[config.mk]
export PLATFORM = sky130hd
export DESIGN_NAME = pfa_ctrl
export DESIGN_NICKNAME = d
export VERILOG_FILES = /design/src/hdl/pfa_pkg.sv /design/src/hdl/pfa_ctrl.sv
export SDC_FILE = /design/constraint.sdc
export NUM_CORES = 1
export LEC_CHECK = 0
export ABC_AREA = 1
export BUFFER_PORTS_ARGS = -buffer_cell sky130_fd_sc_hd__clkbuf_2
export CAP_MARGIN = 20
export CORE_AREA = 2 2 39 41
export DETAILED_ROUTE_END_ITERATION = 8
export DIE_AREA = 0 0 41 43
export GPL_ROUTABILITY_DRIVEN = 0
export PLACE_DENSITY = 0.67
export SYNTH_ARGS = -nofsm -noshare
export SYNTH_HDL_FRONTEND = slang
export SYNTH_SLANG_ARGS = --single-unit
[constraint.sdc]
create_clock -name clk -period 0.95 [get_ports clk]
set_input_delay 0.095 -clock clk [delete_from_list [all_inputs] [get_ports clk]]
set_output_delay 0.095 -clock clk [all_outputs]
set_load 0.005 [all_outputs]
[src/hdl/pfa_pkg.sv]
package pfa_pkg;

  localparam int ADDR_W   = 32;
  localparam int CNT_W    = 13;
  localparam int STAT_W   = 2;
  localparam int WORD_W   = 64;
  localparam int WORD_SH  = 6;

  localparam logic [ADDR_W-1:0] RESET_BASE  = 32'h0010_0000;
  localparam int                RESET_PAGES = 4096;

  localparam logic REQ_ALLOC = 1'b0;
  localparam logic REQ_FREE  = 1'b1;

  localparam logic [STAT_W-1:0] ST_DONE    = 2'd0;
  localparam logic [STAT_W-1:0] ST_OOM     = 2'd1;
  localparam logic [STAT_W-1:0] ST_INVALID = 2'd2;

  localparam logic CFG_BASE  = 1'b0;
  localparam logic CFG_PAGES = 1'b1;

  typedef struct packed {
    logic              req_type;
    logic [ADDR_W-1:0] page_address;
  } pfa_in_t;

  typedef struct packed {
    logic [STAT_W-1:0] status;
    logic [ADDR_W-1:0] granted_address;
    logic [CNT_W-1:0]  pages_in_use;
  } pfa_out_t;

  typedef struct packed {
    logic cap_in;
    logic scan_start;
    logic scan_rd;
    logic clr_wr;
    logic hit_cap;
    logic alloc_wr;
    logic set_oom;
    logic set_inv;
    logic free_calc;
    logic free_rd;
    logic free_wr;
    logic out_load;
  } pfa_cmd_t;

  typedef struct packed {
    logic clr_last;
    logic found;
    logic past_end;
    logic free_bad;
    logic out_free;
  } pfa_sts_t;

endpackage

[src/hdl/pfa_ctrl.sv]
module pfa_ctrl import pfa_pkg::*; (
  input  logic     clk,
  input  logic     rst_n,
  input  logic     in_valid,
  input  logic     in_req,
  output logic     in_stall,
  input  pfa_sts_t sts,
  output pfa_cmd_t cmd
);

  localparam logic [2:0] S_CLEAR     = 3'd0;
  localparam logic [2:0] S_IDLE      = 3'd1;
  localparam logic [2:0] S_SCAN      = 3'd2;
  localparam logic [2:0] S_ALLOC_WR  = 3'd3;
  localparam logic [2:0] S_FREE_CALC = 3'd4;
  localparam logic [2:0] S_FREE_RD   = 3'd5;
  localparam logic [2:0] S_FREE_CHK  = 3'd6;
  localparam logic [2:0] S_FINISH    = 3'd7;

  logic [2:0] state_r;
  logic [2:0] state_nxt;

  assign in_stall = (state_r != S_IDLE);

  always_comb begin
    state_nxt = state_r;
    cmd       = '0;
    unique case (state_r)
      S_CLEAR: begin
        cmd.clr_wr = 1'b1;
        if (sts.clr_last) state_nxt = S_IDLE;
      end
      S_IDLE: begin
        if (in_valid) begin
          cmd.cap_in = 1'b1;
          if (in_req == REQ_ALLOC) begin
            cmd.scan_start = 1'b1;
            state_nxt      = S_SCAN;
          end else begin
            state_nxt = S_FREE_CALC;
          end
        end
      end
      S_SCAN: begin
        // One map word is read per cycle; the word read last cycle is examined now.
        if (sts.found) begin
          cmd.hit_cap = 1'b1;
          state_nxt   = S_ALLOC_WR;
        end else if (sts.past_end) begin
          cmd.set_oom = 1'b1;
          state_nxt   = S_FINISH;
        end else begin
          cmd.scan_rd = 1'b1;
        end
      end
      S_ALLOC_WR: begin
        cmd.alloc_wr = 1'b1;
        state_nxt    = S_FINISH;
      end
      S_FREE_CALC: begin
        cmd.free_calc = 1'b1;
        state_nxt     = S_FREE_RD;
      end
      S_FREE_RD: begin
        if (sts.free_bad) begin
          cmd.set_inv = 1'b1;
          state_nxt   = S_FINISH;
        end else begin
          cmd.free_rd = 1'b1;
          state_nxt   = S_FREE_CHK;
        end
      end
      S_FREE_CHK: begin
        cmd.free_wr = 1'b1;
        state_nxt   = S_FINISH;
      end
      S_FINISH: begin
        if (sts.out_free) begin
          cmd.out_load = 1'b1;
          state_nxt    = S_IDLE;
        end
      end
      default: state_nxt = S_IDLE;
    endcase
  end

  always_ff @(posedge clk) begin
    if (!rst_n) begin
      state_r <= S_CLEAR;
    end else begin
      state_r <= state_nxt;
    end
  end

endmodule

==> results of run 1 <==
-- cell usage after synthesis --
cell type	n
nor2_1	14
inv_1	12
nand2_1	6
nand3_1	6
dfxtp_1	3
nor2_4	3
a21oi_1	2
nand3_2	2
nand4_1	2
nor3_1	2
a21oi_2	1
buf_6	1
clkbuf_8	1
inv_2	1
inv_4	1
inv_8	1
nand2_2	1
nand3b_4	1
nor4_1	1
o21ai_0	1
-- path summary, 6_finish.rpt --
| path | start | to | slack [ps] |
|---|---|---|---|
| worst max-delay path | state_r[0] | cmd[2] | -360 |
| worst min-delay path | rst_n | state_r[2] | 110 |
| worst max register to register | state_r[1] | state_r[1] | -240 |
| worst min register to register | state_r[1] | state_r[1] | 610 |
-- cells in the final DEF, fill, tap and decap left out, types with 3 or more instances in the layout --
cell	instances
nand2_1	4
inv_1	10
clkbuf_2	16
buf_6	9
nor2_4	5
clkbuf_4	3
nor2_1	9
a21oi_2	3
buf_4	9
inv_8	3
nor2_2	3
buf_2	4
nand3_4	3
nand3_1	3
-- stage by stage --
stage                     util, %  setup slack (ps)  instances  total power (W)  hold WS [ps]
after global routing        57.69            -394.3        118         0.001654         132.5
after CTS                   54.25            -323.7        117         0.001447         101.0
after detailed placement    45.57            -220.0        111         0.001045         357.5
final                       57.69            -356.0        118         0.001568         106.8
after floorplan                 -            -59.23         62        0.0007400         221.1
after global placement      45.57            -145.8        111         0.001027         351.6
-- worst max-delay path, cell delays in order, from the launching register on --
cell and delay [ps]:
dfxtp_2 350, buf_4 150, nand3_4 80, buf_4 140, nor2_1 120, clkbuf_2 130
-- repair_timing --
item	4_1_cts	5_1_grt
pin swaps	2	3
setup endpoints to repair	16	16
gates resized for setup	25	14
endpoints found under the hold margin	0	0
buffers inserted	3	1
-- area by class of cell --
cell class	count	share of cell area, %
multi-input combinational	42	42.01
timing repair buffer	38	33.70
inverter	15	9.875
sequential	3	8.621
clock buffer	4	3.292
tap	16	2.508
-- power breakdown --
part	internal, W	switching [W]	total, W
sequential	0.000175	0.0000980	0.000273
clock	0.000158	0.0000815	0.000240
combinational	0.000500	0.000555	0.00105
-- kinds of logic after synthesis --
family	Yosys count
AOI/OAI and AO/OA	4
buffers and inverters	17
DFF	3
and+or+nand+nor	38
-- routing by layer --
| metal | routed length (um) | vias to the layer above | share of wire, % |
|---|---|---|---|
| met4 | 23 | 0 | 1.6 |
| li1 | - | 277 | - |
| met1 | 494 | 253 | 35 |
| met5 | 0 | - | 0 |
| met2 | 845 | 13 | 60 |
| met3 | 49 | 2 | 3.5 |
==> summary.txt, run 1 <==
Die
  – Initial Utilization: 28.12%
  – Die Area: 1763 um^2
  – Core area: 1384 um^2
  – Row count: 14
  – Die width: 41 um
  – Chip Height: 43 um
  – I/O pin cnt: 22

Clock tree
  – Skew-Pair Late Insertion Delay: 250 ps
  – Clk sink count: 3
  – Clk buf depth: 2
  – Clock root buffer: clkbuf_4
  – CTS tree: yes
  – Hold_buf cts: 0
  – TritonCTS Buffers: 3
  – Reg clk slew, reported paths: 40 ps
  – H-tree depth: 1

GRT
  – Met3 usage: 0%
  – Largest net degree at the start of global routing: 9
  – GRT busiest layer: met2
  – Remaining Overflow, GRT: 0
  – Number of global-route vias before repair: 478
  – GRT met2 Usage: 30.31%
  – Initial antenna violation count: 0
  – Total GRT Usage: 16.13%
  – First-pass GRT wire length: 1938 um
  – M1 GR Usage: 16.61%

Timing
  – FMAX: 0.7657 GHz
  – Slew @ Worst Pin: 362.9 ps
  – Final Critical Period: 1306 ps
  – Post-route setup slack: -356.0 ps
  – RSZ-0062 raised after global routing: true
  – Final slew viol count: 0
  – Final Setup Violations: 16
  – Slew margin rel.: 75.62%
  – Crit share post-route: 137.5%
  – Post-route setup TNS: -4229 ps
  – Final number of hold-violating endpoints: 0
  – Worst Skew: 9.608 ps

Finish
  – Final #Nets: 112
  – Design area: 798.3 um^2
  – Sequential Area: 68.82 um^2
  – Biggest regs: state_r: 3 flops
  – Filler Cell Count: 128
  – Layout cells sized above 1: 69.61%
  – Area occupied by multi-input gates: 335.3 um^2
  – Biggest register: state_r
  – Max FFs per register: 3
  – Antenna diodes: 0
  – Area grow syn2layout: 105.1%

Drt
  – DRC Markers: 0
  – Wirelength, routed: 1413 um
  – First drt pass iteration count: 4
  – DRT iter0 DRCs: 10
  – Routed vias: 545
  – Vias/cell: 4.619
  – DR WL/cell: 11.97 um
  – Detail Route Antenna Nets: 0

Logic synthesis
  – Simple-gate share of the synthesized area: 54.98%
  – Synth area leaders: dfxtp_1, nor2_1, inv_1, nor2_4, nand3_1
  – XOR/XNOR Fraction of Synth Area: 0%
  – Post-synth top area share: 15.43%
  – Mux contribution to synthesized area: 0%
  – Synth Register Bits: 3
  – Yosys warnings: 0
  – Post-synth net total: 71
  – Yosys cell types: 20
  – Avg Inst Size Synth: 6.276 um^2
  – Post-synthesis compound-gate area fraction: 6.109%
  – Post-synth top area cell: dfxtp_1
  – Largest family of logic cells by synthesized area: simple AND/OR/NAND/NOR gates
  – Seq/Total Area, Yosys: 15.43%
  – Synthesized area: 389.1 um^2
  – Syn Inst Count: 62
  – Adder-cell area share of the yosys netlist: 0%

Worst setup path
  – CP Data Arrival Time: 1210 ps
  – CP Max Fanout: 4
  – Reg2reg path depth: 7
  – CP endpoint kind: primary output
  – Req. time, crit path: 850 ps
  – CP Launch Type: flop
  – Kind of critical path: reg -> out

Hold path
  – Hold crit path type: in -> reg
  – WHS Path Cells: 3

Power and ir drop
  – Pleak: 0.4253 nW
  – Maximum vdd drop: 0.001035 V
  – Pwr Density: 1964 nW/um^2

Placement
  – Detailed-placement wirelength estimate: 912.3 um
  – Placement Cell Area: 630.6 um^2
  – IO buf count: 21

Status
  – Failing checks: setup timing
  – Status: complete, but fails checks

Job
  – Max-cap viol count: 0
No activity file was read; power rests on OpenSTA's default activity.
==> run 2: changes to the inputs <==
Settings changed: ABC_AREA 1 to 0, GPL_TIMING_DRIVEN set to 0, PLACE_DENSITY 0.67 to 0.61.
==> run 2 against run 1 <==
The flow still finishes with violations (setup timing). Sequential power down 43%. Total power fell by 54%. First-iteration DRC count shrank 70%. Final area decreased by 10%. Synthesized cell count fell by 35%. Routed wire length shrank 21%. Register-to-register slack lost 60 ps. Clock skew fell by 5.8 ps. Largest power group unchanged. Highest routed layer unchanged.
==> summary.txt, run 2 <==
Timing
  – Slew @ Worst Pin: 244.4 ps
  – Slew margin rel.: 83.71%
  – RSZ-0062 raised after global routing: true
  – Final slew viol count: 0
  – FMAX: 0.8016 GHz
  – Final Critical Period: 1248 ps
  – Crit share post-route: 131.3%
  – Worst Skew: 3.800 ps
  – Final number of hold-violating endpoints: 0
  – Post-route setup slack: -297.5 ps
  – Final Setup Violations: 16
  – Post-route setup TNS: -3583 ps

Worst setup path
  – CP Max Fanout: 4
  – CP bufs+invs: 4
  – CP Launch Type: flop
  – CP Data Arrival Time: 1400 ps
  – Cell mode on critical path: buf_4
  – Kind of critical path: reg -> reg
  – Crit-path slowest cell: dfxtp_4
  – Critical-path cell list: clkinvlp_4 -> buf_4 -> buf_4 -> buf_4 -> a211oi_2
  – Req. time, crit path: 1100 ps
  – Delay-heaviest family, CP: buffers and inverters
  – Worst path max stage delay: 380 ps
  – CP endpoint kind: flop

Logic synthesis
  – Top cells by count, synth: nor2_1, dfxtp_1, nand2_1
  – Syn Inst Count: 40
  – Post-synth EDFFs: 0
  – Post-synth top area cell: dfxtp_1
  – Synth Register Bits: 3
  – Post-synth net total: 49
  – Synthesized area: 315.3 um^2
  – Yosys cell types: 28
  – Avg Inst Size Synth: 7.883 um^2
  – Post-synth top area share: 19.05%
  – Top_reg_cell synth: dfxtp_1
  – Yosys warnings: 0
  – Synth area leaders: dfxtp_1, buf_6, nor2_1, nor3b_1, a211oi_2
  – Count leader, synth: nor2_1
  – Seq/Total Area, Yosys: 19.05%
  – Post-synth ARST share: 0%

Drt
  – M1 wire length: 429 um
  – First drt pass iteration count: 4
  – Detail Route Antenna Nets: 0
  – Wire length on met3: 75 um
  – Vias/cell: 4.742
  – Routed length on met2: 598 um
  – Routed vias: 460
  – Wirelength, routed: 1120 um
  – DRC Markers: 0
  – DR WL/cell: 11.55 um
  – DRT iter0 DRCs: 3
  – Top layer in use: met4

Finish
  – Filler Cell Count: 138
  – Sequential Area: 68.82 um^2
  – Antenna diodes: 0
  – Biggest regs: state_r: 3 flops
  – Most frequent cells in the layout: buf_4, buf_6, clkbuf_2
  – Layout cells sized above 1: 79.01%
  – Design area: 718.2 um^2
  – Biggest register: state_r
  – Area grow syn2layout: 127.8%
  – Max FFs per register: 3
  – Leading cell type in the layout, fill and taps excluded: buf_4
  – Final #Nets: 91
  – Area occupied by multi-input gates: 301.5 um^2

Placement
  – Pre-CTS setup slack: -161.2 ps
  – Detailed-placement wirelength estimate: 630.9 um
  – IO buf count: 21
  – Placement Cell Area: 451.7 um^2

Hold path
  – Hold crit path type: in -> reg

Clock tree
  – Clk buf depth: 2
  – CTS tree: yes
  – Hold_buf cts: 0
  – Reg clk slew, reported paths: 40 ps
  – Clock root buffer: clkbuf_4
  – H-tree depth: 1
  – TritonCTS Buffers: 3
  – Skew-Pair Late Insertion Delay: 230 ps
  – Clk sink count: 3

Die
  – Die Area: 1763 um^2
  – Initial Utilization: 22.78%
  – Row count: 14
  – Core area: 1384 um^2
  – I/O pin cnt: 22
  – Die width: 41 um
  – Chip Height: 43 um

GRT
  – First-pass GRT wire length: 1607 um
  – Number of global-route vias before repair: 399
  – Remaining Overflow, GRT: 0
  – Largest net degree at the start of global routing: 10
  – Initial antenna violation count: 0
  – Total GRT Usage: 12.93%

Job
  – Max-cap viol count: 0

Status
  – Status: complete, but fails checks
  – Failing checks: setup timing

Power and ir drop
  – Pwr Density: 1001 nW/um^2
  – Pleak: 0.3530 nW
  – Maximum vdd drop: 0.0006182 V
## run 2: cell types whose count changed in the layout (fill, tap and decap cells not counted), sizes merged, moves of 3 or more
cell    delta
inv       -14
nor2      -12
buf        +8
nand3      -8
clkbuf     -6
nand2      -4
and3       +3
nor2b      +3
## run 2: final timing paths
path / startpoint / endpoint / slack, ps / depth (start not counted)
worst max-delay path: state_r[1] / state_r[1] / -300 / 5
worst min-delay path: rst_n / state_r[1] / 90 / 3
worst max register to register: state_r[1] / state_r[1] / -300 / 5
worst min register to register: state_r[0] / state_r[1] / 750 / 3
## run 2: timing repair
item | 4_1_cts | 5_1_grt
pin swaps | 9 | 7
endpoints found under the hold margin | 0 | 0
buffers inserted | 12 | 6
gates resized for setup | 12 | 25
endpoints found under the setup margin | 16 | 16
## run 2: layout make-up
cell class              count  share of cell area, %
multi-input cells          32                  41.99
repair buffers             38                  37.28
flip-flops and latches      3                  9.582
inverters                   2                  1.568
plain buffers               2                  3.136
well taps                  16                  2.787
clock buffers               4                  3.659
## run 2: power by group
part / internal [W] / total (W) / leakage [nW] / switching, W
registers: 0.000138 / 0.000156 / 0.0264 / 0.0000184
clock network: 0.000157 / 0.000221 / 0.0150 / 0.0000638
logic: 0.000201 / 0.000341 / 0.312 / 0.000141
total: 0.000496 / 0.000719 / 0.353 / 0.000223
## run 2: cells by family after synthesis
logic type	share of synthesized area, %
buffers and inverters	11.91
AND/OR/NAND/NOR	48.41
flip-flops	19.05
AO/OA/AOI/OAI	20.63
## run 2: worst reg2reg max path: cells and delay by family (launching register included)
family,cells,cell delay (ps)
AO/OA/AOI/OAI,1,190
buffers and inverters,4,600
flip-flops,1,380
## run 2: metrics by stage
stage / std cells / total power (W) / hold slack [ps] / utilization (%)
4_1_cts: 93 / 0.0006542 / 95.51 / 44.48
2_1_floorplan: 40 / 0.0002719 / 212.5 / -
3_3_place_gp: 77 / 0.0003383 / 343.2 / 32.64
5_1_grt: 97 / 0.0007740 / 96.62 / 51.90
6_report: 97 / 0.0007189 / 89.83 / 51.90
3_5_place_dp: 77 / 0.0003392 / 340.4 / 32.64
## run 2: per-layer routing
metal / vias up / track usage (%)
met4: 0 / 6.000
met5: - / 0
met3: 2 / 0
met2: 21 / 20.31
li1: 229 / -
met1: 208 / 17.57
==> run 3: changes to the inputs <==
Settings changed: ABC_AREA 0 to 1, PLACE_DENSITY 0.61 to 0.67.
==> run 3 against run 2 <==
Clock power up 6%. Worst hold slack better by 21 ps. Count of clock-buffer cells in the layout unchanged. Register-to-register slack better by 50 ps. Critical path depth down 1. Global-route usage up 0.72 points. Final area down 4.5%. The flow still finishes with violations (setup timing). Non-clock buffer count down 10. Clock skew up 2.8 ps. Flip-flop and latch count unchanged.
==> summary.txt, run 3 (synthesis gave the netlist of run 1 again) <==
Drt
  – Vias/cell: 4.400
  – DR WL/cell: 10.31 um
  – M1 wire length: 417 um
  – DRT iter0 DRCs: 0
  – Wirelength, routed: 1134 um
  – Detail Route Antenna Nets: 0
  – Top layer in use: met4
  – First drt pass iteration count: 1
  – DRC Markers: 0
  – Wire length on met3: 26 um
  – Routed length on met2: 659 um
  – Routed vias: 484

Clock tree
  – CTS tree: yes
  – Skew-Pair Late Insertion Delay: 240 ps
  – Clk buf depth: 2
  – Clk sink count: 3
  – TritonCTS Buffers: 3
  – Reg clk slew, reported paths: 40 ps
  – Hold_buf cts: 0
  – Clock root buffer: clkbuf_4
  – H-tree depth: 1

GRT
  – Initial antenna violation count: 0
  – Number of global-route vias before repair: 423
  – Total GRT Usage: 13.64%
  – First-pass GRT wire length: 1662 um
  – Remaining Overflow, GRT: 0
  – Largest net degree at the start of global routing: 8

Finish
  – Antenna diodes: 0
  – Biggest regs: state_r: 3 flops
  – Biggest register: state_r
  – Leading cell type in the layout, fill and taps excluded: clkbuf_2
  – Most frequent cells in the layout: clkbuf_2, inv_1, nor2_1
  – Final #Nets: 104
  – Max FFs per register: 3
  – Area occupied by multi-input gates: 315.3 um^2
  – Sequential Area: 66.31 um^2
  – Layout cells sized above 1: 69.15%
  – Util after Layout: 49.55%
  – Filler Cell Count: 134
  – Area grow syn2layout: 76.21%

Die
  – Initial Utilization: 28.12%
  – Die width: 41 um
  – Core area: 1384 um^2
  – I/O pin cnt: 22
  – Die Area: 1763 um^2
  – Row count: 14
  – Chip Height: 43 um

Timing
  – Worst Skew: 6.608 ps
  – Final Setup Violations: 16
  – Final Critical Period: 1263 ps
  – Post-route setup TNS: -3827 ps
  – RSZ-0062 raised after global routing: true
  – Slew @ Worst Pin: 245.5 ps
  – Post-route setup slack: -312.9 ps
  – Slew margin rel.: 83.51%
  – Crit share post-route: 132.9%
  – FMAX: 0.7918 GHz
  – Final number of hold-violating endpoints: 0
  – Final slew viol count: 0

Hold path
  – Hold crit path type: in -> reg

Worst setup path
  – CP Max Fanout: 6
  – Req. time, crit path: 850 ps
  – Worst path max stage delay: 310 ps
  – CP Launch Type: flop
  – Critical-path cell list: buf_6 -> inv_8 -> nor4_4 -> buf_2
  – CP bufs+invs: 3
  – Delay-heaviest family, CP: buffers and inverters
  – CP Data Arrival Time: 1170 ps
  – CP endpoint kind: primary output
  – Kind of critical path: reg -> out
  – Crit-path slowest cell: dfxtp_2

Placement
  – IO buf count: 21
  – Detailed-placement wirelength estimate: 713.7 um

Power and ir drop
  – Maximum vdd drop: 0.0009542 V
  – Pleak: 0.3813 nW
  – Pwr Density: 1980 nW/um^2

Status
  – Status: complete, but fails checks
  – Failing checks: setup timing

Job
  – Max-cap viol count: 0
==> run 3: cell types whose count changed in the layout (fill, tap and decap cells not counted), sizes merged, moves of 3 or more <==
cell / before / now
and3: 3 / 0
nand2: 3 / 7
clkbuf: 14 / 23
buf: 30 / 11
inv: 1 / 15
nor2: 5 / 17
nor2b: 3 / 0
nand3: 0 / 8
==> run 3: metal layers <==
metal  vias to the layer above  track usage (%)
met3                         4            1.571
met1                       211            15.71
met2                        11            22.81
met4                         0            7.333
met5                         -                0
li1                        258                -
==> run 3: stage by stage <==
| stage | power (W) | instance area, um^2 | worst slack [ps] | instances | hold WS, ps |
|---|---|---|---|---|---|
| final | 0.001358 | 685.7 | -312.9 | 110 | 111.1 |
| after global routing | 0.001459 | 685.7 | -370.1 | 110 | 137.6 |
| after floorplan | 0.0007400 | 412.9 | -59.23 | 62 | 221.1 |
| after global placement | 0.0008926 | 538.0 | -138.0 | 99 | 347.3 |
| after CTS | 0.001300 | 661.9 | -327.2 | 110 | 86.33 |
| after detailed placement | 0.0008997 | 538.0 | -156.3 | 99 | 349.5 |
==> run 3: repair_timing <==
| action | in CTS | in global routing |
|---|---|---|
| gates resized for setup | 12 | 12 |
| pin swaps | 7 | 1 |
| buffers inserted | 7 | 0 |
| endpoints found under the setup margin | 16 | 16 |
==> run 3: area by class of cell <==
class	instances	share of cell area (%)
Timing Repair Buffer	28	22.99
Buffer	2	3.832
Clock buffer	4	3.832
Multi-Input combinational cell	42	45.99
Tap cell	16	2.920
Sequential cell	3	9.672
Inverter	15	10.77
==> run 3: worst min-delay path, delay by kind of cell <==
family	cells	cell delay, ps
simple gates	1	90
buf+inv	1	90
compound gates	1	30
==> run 3: worst paths after layout <==
check / cells after the start / slack, ps / startpoint / end
max reg2reg: 7 / -250 / state_r[0] / state_r[2]
min reg2reg: 3 / 640 / state_r[1] / state_r[1]
min: 3 / 110 / rst_n / state_r[0]
max: 4 / -310 / state_r[1] / cmd[0]
==> run 3: power by group <==
part | internal [W] | switching [W] | total (W)
clock | 0.000158 | 0.0000759 | 0.000234
sequential | 0.000170 | 0.0000332 | 0.000203
combinational | 0.000396 | 0.000524 | 0.000921
